File: config.mk
export PLATFORM = sky130hd
export DESIGN_NAME = ttli_lerp
export DESIGN_NICKNAME = d
export VERILOG_FILES = /design/src/ttli_pkg.sv /design/src/ttli_lerp.sv
export SDC_FILE = /design/constraint.sdc
export NUM_CORES = 2
export LEC_CHECK = 0
export ABC_AREA = 1
export BUFFER_PORTS_ARGS = -buffer_cell sky130_fd_sc_hd__buf_4
export CAP_MARGIN = 10
export CORE_UTILIZATION = 55
export DETAILED_ROUTE_END_ITERATION = 10
export GPL_TIMING_DRIVEN = 0
export HOLD_SLACK_MARGIN = 0.06
export PLACE_DENSITY = 0.75
export SETUP_SLACK_MARGIN = 0.05
export SYNTH_ARGS = -nofsm -noshare
export SYNTH_HDL_FRONTEND = slang
export SYNTH_SLANG_ARGS = --single-unit
File: constraint.sdc
create_clock -name clk -period 2.9 [get_ports clk]
set_input_delay 0.725 -clock clk [delete_from_list [all_inputs] [get_ports clk]]
set_output_delay 0.725 -clock clk [all_outputs]
set_load 0.01 [all_outputs]
File: src/ttli_pkg.sv
`default_nettype none

package ttli_pkg;

    localparam int TABLE_DEPTH = 64;
    localparam int WEIGHT_BITS = 16;

    localparam int FUNC_W        = 2;
    localparam int TIME_W        = 56;
    localparam int COORD_W       = 32;
    localparam int STATUS_W      = 3;
    localparam int ENTRY_COUNT_W = 7;

    localparam int ADDR_W  = $clog2(TABLE_DEPTH);
    localparam int COUNT_W = $clog2(TABLE_DEPTH + 1);
    // query time and time differences carry one bit more than stored times
    localparam int T_W     = TIME_W + 1;
    localparam int REM_W   = T_W + 1;
    localparam int WCNT_W  = $clog2(WEIGHT_BITS + 1);
    localparam int PROD_W  = COORD_W + 1 + WEIGHT_BITS + 1;

    localparam logic [FUNC_W-1:0] FUNC_CLEAR  = 2'd0;
    localparam logic [FUNC_W-1:0] FUNC_APPEND = 2'd1;

    localparam logic [STATUS_W-1:0] STAT_INTERP = 3'd0;
    localparam logic [STATUS_W-1:0] STAT_FIRST  = 3'd1;
    localparam logic [STATUS_W-1:0] STAT_LAST   = 3'd2;
    localparam logic [STATUS_W-1:0] STAT_EMPTY  = 3'd3;
    localparam logic [STATUS_W-1:0] STAT_STORED = 3'd4;
    localparam logic [STATUS_W-1:0] STAT_FULL   = 3'd5;
    localparam logic [STATUS_W-1:0] STAT_NOINT  = 3'd6;

    typedef struct packed {
        logic signed [COORD_W-1:0] x;
        logic signed [COORD_W-1:0] y;
        logic signed [COORD_W-1:0] z;
    } pos_t;

    typedef struct packed {
        logic signed [TIME_W-1:0] t;
        pos_t                     pos;
    } entry_t;

    typedef struct packed {
        logic            start;
        logic [T_W-1:0]  num;
        logic [T_W-1:0]  den;
    } div_req_t;

    function automatic logic signed [T_W-1:0] ext_time(input logic signed [TIME_W-1:0] v);
        ext_time = T_W'(v);
    endfunction

endpackage

`default_nettype wire

File: src/ttli_lerp.sv
`default_nettype none

// Two-stage blend: registered products, then a + floor(prod / 2^WEIGHT_BITS).
module ttli_lerp (
    input  wire logic                          clk,
    input  wire logic                          rst_n,
    input  wire logic                          start,
    input  wire ttli_pkg::pos_t                lo,
    input  wire ttli_pkg::pos_t                hi,
    input  wire logic [ttli_pkg::WEIGHT_BITS-1:0] weight,
    output logic                               done,
    output ttli_pkg::pos_t                     result
);

    typedef logic signed [ttli_pkg::PROD_W-1:0] prod_t;

    logic           p_valid_reg;
    logic           done_reg;
    prod_t          px_reg, py_reg, pz_reg;
    ttli_pkg::pos_t lo_reg;
    ttli_pkg::pos_t result_reg;

    function automatic prod_t scaled_diff(input logic signed [ttli_pkg::COORD_W-1:0] a,
                                          input logic signed [ttli_pkg::COORD_W-1:0] b,
                                          input logic [ttli_pkg::WEIGHT_BITS-1:0] w);
        logic signed [ttli_pkg::COORD_W:0]       diff;
        logic signed [ttli_pkg::WEIGHT_BITS:0]   ws;
        diff = $signed({b[ttli_pkg::COORD_W-1], b}) - $signed({a[ttli_pkg::COORD_W-1], a});
        ws   = $signed({1'b0, w});
        scaled_diff = prod_t'(diff) * prod_t'(ws);
    endfunction

    function automatic logic signed [ttli_pkg::COORD_W-1:0] add_step(
        input logic signed [ttli_pkg::COORD_W-1:0] a,
        input prod_t p);
        prod_t step;
        step = p >>> ttli_pkg::WEIGHT_BITS;
        add_step = a + step[ttli_pkg::COORD_W-1:0];
    endfunction

    always_ff @(posedge clk or negedge rst_n)
    begin
        if (!rst_n)
        begin
            p_valid_reg <= 1'b0;
            done_reg    <= 1'b0;
        end
        else
        begin
            p_valid_reg <= start;
            done_reg    <= p_valid_reg;
        end
    end

    always_ff @(posedge clk)
    begin
        if (start)
        begin
            px_reg <= scaled_diff(lo.x, hi.x, weight);
            py_reg <= scaled_diff(lo.y, hi.y, weight);
            pz_reg <= scaled_diff(lo.z, hi.z, weight);
            lo_reg <= lo;
        end
        if (p_valid_reg)
        begin
            result_reg.x <= add_step(lo_reg.x, px_reg);
            result_reg.y <= add_step(lo_reg.y, py_reg);
            result_reg.z <= add_step(lo_reg.z, pz_reg);
        end
    end

    assign done   = done_reg;
    assign result = result_reg;

endmodule

`default_nettype wire

==> impl_metrics.env <==
export IMPL_numPortBuffers=298
export IMPL_cts_buffer_depth=3
export IMPL_drtIter0Drc=7260
export IMPL_clk_latency_ps=640
export IMPL_cap_violations=3
export IMPL_antenna_found_initial=24
export IMPL_synth_compound_area_share_pct=6.04
export IMPL_slew_viol_final=33
export IMPL_synthFlopType="edfxtp_1"
export IMPL_layout_commonest_cell="inv_1"
export IMPL_vias_per_cell=5.90
export IMPL_slowest_stage="clkbuf_1"
export IMPL_r2r_slack_ps=-50
export IMPL_synth_top_family_by_area="adder cells"
export IMPL_reg2reg_depth=10
export IMPL_cts_buffers=40
export IMPL_dp_worst_setup_slack_ps=-6290
export IMPL_period_minus_slack_ps=7650
export IMPL_fin_worst_skew_ps=39.9
export IMPL_cts_root_buf="clkbuf_16"
export IMPL_hpwl_um=253000
export IMPL_drive_gt1_share_pct=25.4
export IMPL_wirelength_um=317000
export IMPL_num_rows=135
export IMPL_avgSynthCellArea_um2=8.00
export IMPL_fin_crit_sh_pct=264
export IMPL_cts_tree="yes"
export IMPL_ys_types=63
export IMPL_worstReg2RegStart="pz_reg[16]"
export IMPL_final_nets=12500
export IMPL_cp_startpoint="weight[9]"
export IMPL_overflow=0
export IMPL_synth_area_um2=75800
export IMPL_die_h_um=373
export IMPL_grt_start_max_net_pins=98
export IMPL_timing_critical_path_fanout_max=10
export IMPL_muxShareOfSynthArea_pct=0
export IMPL_grt_pass1_vias=72100
export IMPL_timing_final_hold_violations=0
export IMPL_async_flop_share_pct=0.690
export IMPL_cp_start_kind="primary input"
export IMPL_min_delay_start="lo[63]"
export IMPL_clk_pin_slew_ps=60
export IMPL_antenna_left=0
export IMPL_holdCritPathClass="primary input to register"
export IMPL_via_count=71400
export IMPL_synth_fa_ha_area_share_pct=47.2
export IMPL_crit_arrival_ps=7980
export IMPL_path_cells="buf_4, clkbuf_1, clkbuf_1, nand3_1, fa_1, inv_1, fa_1, fa_1, fa_1, fa_1, inv_1, fa_1, inv_1, ha_4, nand2_4, nor2_4, inv_2, nor2_4, inv_2, nor3_4, nand3_1, o211ai_1, xor2_2"
export IMPL_die_width_um=373
export IMPL_worstPathRequired_ps=3230
export IMPL_rsz0062_at_grt="true"
export IMPL_end_kind="register"
export IMPL_relSlewSlack_pct=-27.4
export IMPL_synth_seq_cells=290
export IMPL_holdPathEnd="lo_reg[63]"
export IMPL_yosysSeqAreaShare_pct=11.5
export IMPL_cp_common_cell="fa_1"
export IMPL_syn_nets=11700
export IMPL_status="finished with violations"
export IMPL_start_util_pct=55.7
export IMPL_gp_congestion=1.08
export IMPL_firstDrtPassIters=8
export IMPL_h_tree_depth=2
export IMPL_critPathKind="primary input to register"
export IMPL_fin_ws_ps=-4750
export IMPL_coreArea_um2=136000
export IMPL_r2r_end="result[10]"
export IMPL_drc=0
export IMPL_clock_sinks=290
export IMPL_setup_viol=99
export IMPL_yosys_area_share_simple_pct=19.4
export IMPL_cpPeakStageDelay_ps=970
export IMPL_worstMarginPinSlew_ps=1910
export IMPL_synthCells=9475
export IMPL_ys_warnings_count=0
export IMPL_synth_enable_flop_cells=288
export IMPL_dieArea_um2=139000
export IMPL_violations="capacitance limit, slew limit, setup timing"
export IMPL_wl_per_cell_um=26.2
export IMPL_holdWs_ps=252
export IMPL_track_usage_pct=44.3
export IMPL_fmax_mhz=131
export IMPL_syn_to_final_growth_pct=27.2
export IMPL_synthXorXnorAreaFrac_pct=2.80
export IMPL_grt_first_pass_wirelength_um=452000
export IMPL_layout_common_cells="2,155 x inv_1, 1,364 x fa_1, 1,247 x nand2_1, 967 x nor2_1, 622 x buf_4"
export IMPL_io_pin_count=308
export IMPL_whs_path_depth=1
==> kinds of logic after synthesis <==
logic type / Yosys count
AND/OR/NAND/NOR: 3559
buffers and inverters: 2612
adder cells (fa/ha/maj): 1986
AO/OA/AOI/OAI: 795
flip-flops: 290
XOR/XNOR: 233
==> critical path: cells and delay by family <==
kind / cells / cell delay [ps]
compound gates: 1 / 580
xor+xnor: 1 / 220
fa+ha+maj: 7 / 3490
simple gates: 6 / 770
buf+inv: 8 / 2160
==> per-layer routing <==
metal	global-route usage (%)	part of all wire (%)	wire, um
met5	0	0.11	338
met4	29.9	8.6	27300
met3	14.6	13	41300
met2	66.9	44	138000
met1	53.9	35	109000
==> Yosys cell counts, types with 49 or more instances <==
| master | instances | area (um2) |
|---|---|---|
| xor2_1 | 137 | 1200 |
| o21ai_0 | 195 | 976 |
| edfxtp_1 | 288 | 8650 |
| nor2_1 | 1262 | 4740 |
| o21bai_1 | 49 | 368 |
| fa_1 | 1456 | 29100 |
| ha_1 | 530 | 6630 |
| nand4_1 | 50 | 313 |
| xnor2_1 | 87 | 762 |
| a21o_1 | 64 | 480 |
| nand3_1 | 491 | 2460 |
| a21oi_1 | 365 | 1830 |
| inv_1 | 2346 | 8810 |
| nand2_1 | 1548 | 5810 |
| clkbuf_1 | 175 | 657 |
==> cell type report <==
class                           instances  area, um2
Sequential cell                       290       8700
Clock buffer                           52       1090
Antenna cell                           16       40.0
Buffer                                236       1460
Clock inverter                         20        235
Tap cell                             1781       2230
Timing Repair Buffer                  761       6770
Multi-Input combinational cell       6576      66800
Inverter                             2373       9060
Fill cell                           10600      39700
==> how the worst max path moves through the flow <==
stage,to,slack (ps)
global placement,px_reg[47],-6330
floorplan,pz_reg[43],-4060
detailed placement,pz_reg[37],-6290
finish,pz_reg[43],-4750
global route,pz_reg[43],-4730
CTS,pz_reg[40],-4550
==> repair_timing <==
item | CTS | global route
endpoints found under the setup margin | 109 | 114
hold buffers | 1 | 0
pin swaps | 262 | 639
resized for setup | 777 | 1311
endpoints found under the hold margin | 2 | 0
cloned | 3 | 8
buffers inserted | 146 | 278
==> per-stage QoR <==
step                instance area [um2]  util, %  instances  setup TNS [ps]
global route                      96400     70.8      12100         -420700
CTS                               88800     65.2      11800         -405440
detailed placement                82800     60.9      11600         -534230
global placement                  82500     60.6      11600         -708100
floorplan                         78000        -       9475         -369190
finish                            96400     70.8      12100         -410860
Power is not shown: default switching activity piles up to over one toggle a cycle in this logic, so the estimate is an artifact.
