**src/ttli_pkg.sv**
```systemverilog
`default_nettype none

package ttli_pkg;

    localparam int TABLE_DEPTH = 64;
    localparam int WEIGHT_BITS = 16;

    localparam int FUNC_W        = 2;
    localparam int TIME_W        = 56;
    localparam int COORD_W       = 32;
    localparam int STATUS_W      = 3;
    localparam int ENTRY_COUNT_W = 7;

    localparam int ADDR_W  = $clog2(TABLE_DEPTH);
    localparam int COUNT_W = $clog2(TABLE_DEPTH + 1);
    // query time and time differences carry one bit more than stored times
    localparam int T_W     = TIME_W + 1;
    localparam int REM_W   = T_W + 1;
    localparam int WCNT_W  = $clog2(WEIGHT_BITS + 1);
    localparam int PROD_W  = COORD_W + 1 + WEIGHT_BITS + 1;

    localparam logic [FUNC_W-1:0] FUNC_CLEAR  = 2'd0;
    localparam logic [FUNC_W-1:0] FUNC_APPEND = 2'd1;

    localparam logic [STATUS_W-1:0] STAT_INTERP = 3'd0;
    localparam logic [STATUS_W-1:0] STAT_FIRST  = 3'd1;
    localparam logic [STATUS_W-1:0] STAT_LAST   = 3'd2;
    localparam logic [STATUS_W-1:0] STAT_EMPTY  = 3'd3;
    localparam logic [STATUS_W-1:0] STAT_STORED = 3'd4;
    localparam logic [STATUS_W-1:0] STAT_FULL   = 3'd5;
    localparam logic [STATUS_W-1:0] STAT_NOINT  = 3'd6;

    typedef struct packed {
        logic signed [COORD_W-1:0] x;
        logic signed [COORD_W-1:0] y;
        logic signed [COORD_W-1:0] z;
    } pos_t;

    typedef struct packed {
        logic signed [TIME_W-1:0] t;
        pos_t                     pos;
    } entry_t;

    typedef struct packed {
        logic            start;
        logic [T_W-1:0]  num;
        logic [T_W-1:0]  den;
    } div_req_t;

    function automatic logic signed [T_W-1:0] ext_time(input logic signed [TIME_W-1:0] v);
        ext_time = T_W'(v);
    endfunction

endpackage

`default_nettype wire

```
**src/ttli_div.sv**
```systemverilog
`default_nettype none

// Restoring fraction divider: w = floor(num * 2^WEIGHT_BITS / den), num < den.
module ttli_div (
    input  wire logic                             clk,
    input  wire logic                             rst_n,
    input  wire ttli_pkg::div_req_t               req,
    output logic                                  done,
    output logic [ttli_pkg::WEIGHT_BITS-1:0]      weight
);

    logic                                busy_reg,  busy_next;
    logic                                done_reg,  done_next;
    logic [ttli_pkg::WCNT_W-1:0]         cnt_reg,   cnt_next;
    logic [ttli_pkg::REM_W-1:0]          rem_reg,   rem_next;
    logic [ttli_pkg::REM_W-1:0]          den_reg,   den_next;
    logic [ttli_pkg::WEIGHT_BITS-1:0]    w_reg,     w_next;
    logic [ttli_pkg::REM_W-1:0]          rem_sh;

    always_comb
    begin
        busy_next = busy_reg;
        done_next = 1'b0;
        cnt_next  = cnt_reg;
        rem_next  = rem_reg;
        den_next  = den_reg;
        w_next    = w_reg;
        rem_sh    = {rem_reg[ttli_pkg::REM_W-2:0], 1'b0};
        if (req.start)
        begin
            busy_next = 1'b1;
            cnt_next  = ttli_pkg::WCNT_W'(ttli_pkg::WEIGHT_BITS);
            rem_next  = ttli_pkg::REM_W'(req.num);
            den_next  = ttli_pkg::REM_W'(req.den);
            w_next    = '0;
        end
        else if (busy_reg)
        begin
            if (rem_sh >= den_reg)
            begin
                rem_next = rem_sh - den_reg;
                w_next   = {w_reg[ttli_pkg::WEIGHT_BITS-2:0], 1'b1};
            end
            else
            begin
                rem_next = rem_sh;
                w_next   = {w_reg[ttli_pkg::WEIGHT_BITS-2:0], 1'b0};
            end
            cnt_next = cnt_reg - 1'b1;
            if (cnt_reg == ttli_pkg::WCNT_W'(1))
            begin
                busy_next = 1'b0;
                done_next = 1'b1;
            end
        end
    end

    always_ff @(posedge clk or negedge rst_n)
    begin
        if (!rst_n)
        begin
            busy_reg <= 1'b0;
            done_reg <= 1'b0;
            cnt_reg  <= '0;
        end
        else
        begin
            busy_reg <= busy_next;
            done_reg <= done_next;
            cnt_reg  <= cnt_next;
        end
    end

    always_ff @(posedge clk)
    begin
        rem_reg <= rem_next;
        den_reg <= den_next;
        w_reg   <= w_next;
    end

    assign done   = done_reg;
    assign weight = w_reg;

endmodule

`default_nettype wire

```
**config.mk**
```make
export PLATFORM = sky130hd
export DESIGN_NAME = ttli_div
export DESIGN_NICKNAME = d
export VERILOG_FILES = /design/src/ttli_pkg.sv /design/src/ttli_div.sv
export SDC_FILE = /design/constraint.sdc
export NUM_CORES = 1
export LEC_CHECK = 0
export BUFFER_PORTS_ARGS = -buffer_cell sky130_fd_sc_hd__buf_4
export CAP_MARGIN = 20
export CORE_UTILIZATION = 45
export DETAILED_ROUTE_END_ITERATION = 6
export PLACE_DENSITY = 0.68
export SLEW_MARGIN = 15
export SYNTH_ARGS = -nofsm -noshare
export SYNTH_HDL_FRONTEND = slang
export SYNTH_SLANG_ARGS = --single-unit
```
**constraint.sdc**
```tcl
create_clock -name clk -period 5.73 [get_ports clk]
set_clock_uncertainty 0.1 [all_clocks]
set_input_delay 0.8595 -clock clk [delete_from_list [all_inputs] [get_ports clk]]
set_output_delay 0.8595 -clock clk [all_outputs]
set_load 0.03 [all_outputs]
```
==> flow_summary_export.csv <==
group,metric,value,unit
global_routing,antenna_found_initial,0,
finish,utilization,55.4,%
worst_setup_path,critPathLaunchType,"flop",
cts,cts_max_path_buffers,2,
cts,path_clk_slew,70,ps
worst_setup_path,end_kind,"flop",
synth,ys_types,64,
synth,yosysWarningCount,0,
cts,postCtsSetupRepairBufs,0,
cts,cts_root_buf,"clkbuf_16",
floorplan,dieArea,0.0209,mm^2
cts,cts_hold_buf,0,
power_and_ir_drop,total_power,5.88,mW
global_routing,busiest_layer,"met2",
worst_setup_path,r2r_end,"rem_reg[47]",
hold_path,min_path_type,"in2async",
floorplan,initial_core_util,46.5,%
synth,syn_nets,1133,
sta,setup_violations,0,
synth,synth_ff_type,"edfxtp_1",
worst_setup_path,r2r_setup_slack,1310,ps
run,max_cap_violations,0,
global_routing,met3_usage,4.14,%
sta,fin_crit_sh,77.2,%
global_routing,grt_pass1_vias,7147,
floorplan,ios,134,
placed_design,gp_congestion,0.895,
power_and_ir_drop,p_leak,4.80,nW
sta,hold_viol_final,0,
power_and_ir_drop,ir_worst_vdd,0.000282,V
floorplan,rows,51,
routing,wire_per_inst,16.6,um
cts,cts_tree,"built",
synth,synth_compound_area_share,20.8,%
global_routing,grt_max_degree,58,
worst_setup_path,critPathKind,"reg2reg",
cts,ctsResizeCount,0,
synth,syn-cell-area,0.00914,mm^2
synth,synth_seq_area_share,42.9,%
placed_design,pre_cts_ws,1420,ps
floorplan,die_w,144,um
synth,async_flop_share,5.11,%
synth,synth_edf_count,114,
global_routing,grt_use_met1,30.3,%
status,status,"complete, no violations",
sta,worst_slew_pin_slew,1050,ps
synth,synth_xor_area_share,5.18,%
sta,rsz0062_at_grt,"false",
placed_design,dp_hpwl,15800,um
routing,routed_wl,22300,um
global_routing,overflow,0,
finish,finalNetCount,1238,
synth,synth.ff_latch_count,137,
global_routing,grt_use_met2,35.3,%
cts,htreeDepth,4,
worst_setup_path,reg2reg_from,"rem_reg[7]",
synth,synth_top_family_by_area,"compound AO/OA/AOI/OAI gates",
sta,setup_tns,0,ps
worst_setup_path,rr_worst_depth,10,
sta,finalCriticalPeriod,4420,ps
synth,synthCells,956,
floorplan,die_h,144,um
cts,clock_latency,440,ps
global_routing,grtUsageTotal,22.2,%
finish,drive_gt1_share,18.9,%
finish,area_delta_synth_final,19.2,%
routing,drcViolationCount,0,
sta,max_freq,226,MHz
routing,drtIter0Drc,555,
global_routing,grt_pass1_wl,35700,um
worst_setup_path,required,5760,ps
finish,diodes,0,
synth,synth-adder-area-share,8.30,%
power_and_ir_drop,power.density,540,mW/mm^2
sta,report.final.slew_viol_count,0,
sta,slew_headroom,29.9,%
sta,setup_ws,1310,ps
worst_setup_path,crit_fanout,45,
synth,synth-simple-area-share,12.5,%
routing,vias_per_cell,5.60,
routing,vias,7501,
cts,numCtsBuffers,17,
routing,drtPass1Iterations,5,
placed_design,portBuffers,133,
cts,cts_sinks,137,
routing,detail-route-antenna-nets,0,
floorplan,core-area,0.0197,mm^2
synth,synthMuxAreaShare,4.81,%
synth,syn_avg_cell_area,9.56,um^2
worst_setup_path,crit_arrival,4450,ps
## cell usage after synthesis, drive strengths merged (7+ instances only)
| library cell | n | share of area [%] |
|---|---|---|
| nor3 | 13 | 0.77 |
| o211ai | 9 | 0.74 |
| xor2 | 27 | 2.6 |
| dfxtp | 16 | 3.5 |
| nor2b | 7 | 0.48 |
| mux2i | 18 | 2.0 |
| o21bai | 15 | 1.2 |
| clkbuf | 39 | 1.6 |
| o21a | 17 | 1.4 |
| mux2 | 23 | 2.8 |
| a21oi | 83 | 4.5 |
| and3 | 17 | 1.2 |
| nor2 | 67 | 2.8 |
| inv | 78 | 3.2 |
| nand4 | 24 | 1.6 |
| o21ai | 69 | 3.8 |
| xnor2 | 27 | 2.6 |
| a211oi | 14 | 1.2 |
| ha | 59 | 8.1 |
| nand2b | 7 | 0.48 |
| nand2 | 71 | 2.9 |
| nand3 | 12 | 0.66 |
| dfrtp | 7 | 1.9 |
| a221o | 12 | 1.3 |
| a21o | 38 | 3.1 |
| edfxtp | 114 | 37 |
| buf | 13 | 0.74 |
| a31oi | 9 | 0.62 |
## where the power goes
group          internal [mW]  total [mW]  switching [mW]
clock network          0.607        1.12           0.509
registers               1.44        1.60           0.161
logic                   1.33        3.17            1.84
## through the flow
| stage | instance area [um^2] | hold WS (ps) | instances |
|---|---|---|---|
| after global routing | 10900 | 106 | 1339 |
| final | 10900 | 122 | 1339 |
| after floorplan | 9140 | 385 | 956 |
| after CTS | 10900 | 97.6 | 1339 |
| after global placement | 10300 | 381 | 1307 |
| after detailed placement | 10300 | 403 | 1307 |
## placed cells by master (no fill, tap or decap), types with 3 or more instances in the layout
master / Yosys / routed
dfrtp_1: 7 / 7
a211oi_1: 14 / 14
o21bai_1: 15 / 15
and4_1: 3 / 3
a21boi_0: 4 / 4
nor2_1: 67 / 67
ha_1: 59 / 59
xor2_1: 27 / 27
mux2_2: 22 / 22
clkbuf_16: 0 / 18
a21o_1: 38 / 38
o211ai_1: 9 / 9
inv_6: 0 / 5
edfxtp_1: 114 / 114
or2_2: 3 / 3
o31ai_1: 4 / 4
nand2b_1: 7 / 7
nor3_1: 12 / 12
nand3_1: 12 / 12
nor2b_1: 7 / 7
inv_1: 77 / 77
a21oi_1: 83 / 83
a31o_2: 3 / 3
a221o_1: 12 / 12
nand4_1: 24 / 24
nor4b_1: 3 / 3
inv_8: 0 / 4
o21a_1: 17 / 17
mux2i_1: 18 / 18
dfxtp_1: 16 / 16
and3_1: 17 / 17
buf_4: 0 / 138
xnor2_1: 27 / 27
a31oi_1: 9 / 9
o21ai_0: 68 / 68
clkinv_4: 0 / 3
nand2_1: 71 / 71
## critical path: stages (launching register included)
cell and delay [ps]:
edfxtp_1 390, ha_1 460, nand4_1 210, nor3_2 270, o2bb2ai_1 130, a31o_1 290, o31a_1 380, or2_1 260
o2111a_2 530, nor2_1 900, a21oi_1 180
## cell type report
type / count / area, um^2
Fill cell: 1855 / 8760
Multi-Input combinational cell: 689 / 4710
Sequential cell: 137 / 3920
Timing Repair Buffer: 138 / 1040
Clock buffer: 18 / 450
Tap cell: 265 / 332
Inverter: 78 / 293
Clock inverter: 14 / 148
## how the worst max path moves through the flow
| stage | from | endpoint | slack (ps) | depth (start not counted) |
|---|---|---|---|---|
| 6_report | rem_reg[7] | rem_reg[47] | 1310 | 10 |
| 5_1_grt | rem_reg[7] | rem_reg[47] | 1150 | 10 |
| 4_1_cts | rem_reg[7] | rem_reg[47] | 1400 | 10 |
| 3_5_place_dp | rem_reg[7] | rem_reg[47] | 1420 | 10 |
| 3_3_place_gp | rem_reg[0] | rem_reg[47] | 1550 | 11 |
| 2_1_floorplan | rem_reg[0] | rem_reg[10] | 2330 | 12 |
## metal layers
layer,wire (um),up-vias
li1,-,3702
met1,10700,3565
met2,10100,209
met3,1190,25
met4,318,0
met5,0,-
## logic make-up (layout without fill, tap and decap cells)
family / Yosys count / count (layout)
AND/OR/NAND/NOR: 238 / 238
flip-flops: 137 / 137
buffers and inverters: 130 / 248
XOR/XNOR: 54 / 54
adder cells (fa/ha/maj): 60 / 60
AO/OA/AOI/OAI: 296 / 296
multiplexers: 41 / 41
No activity file was read; power rests on OpenSTA's default activity.
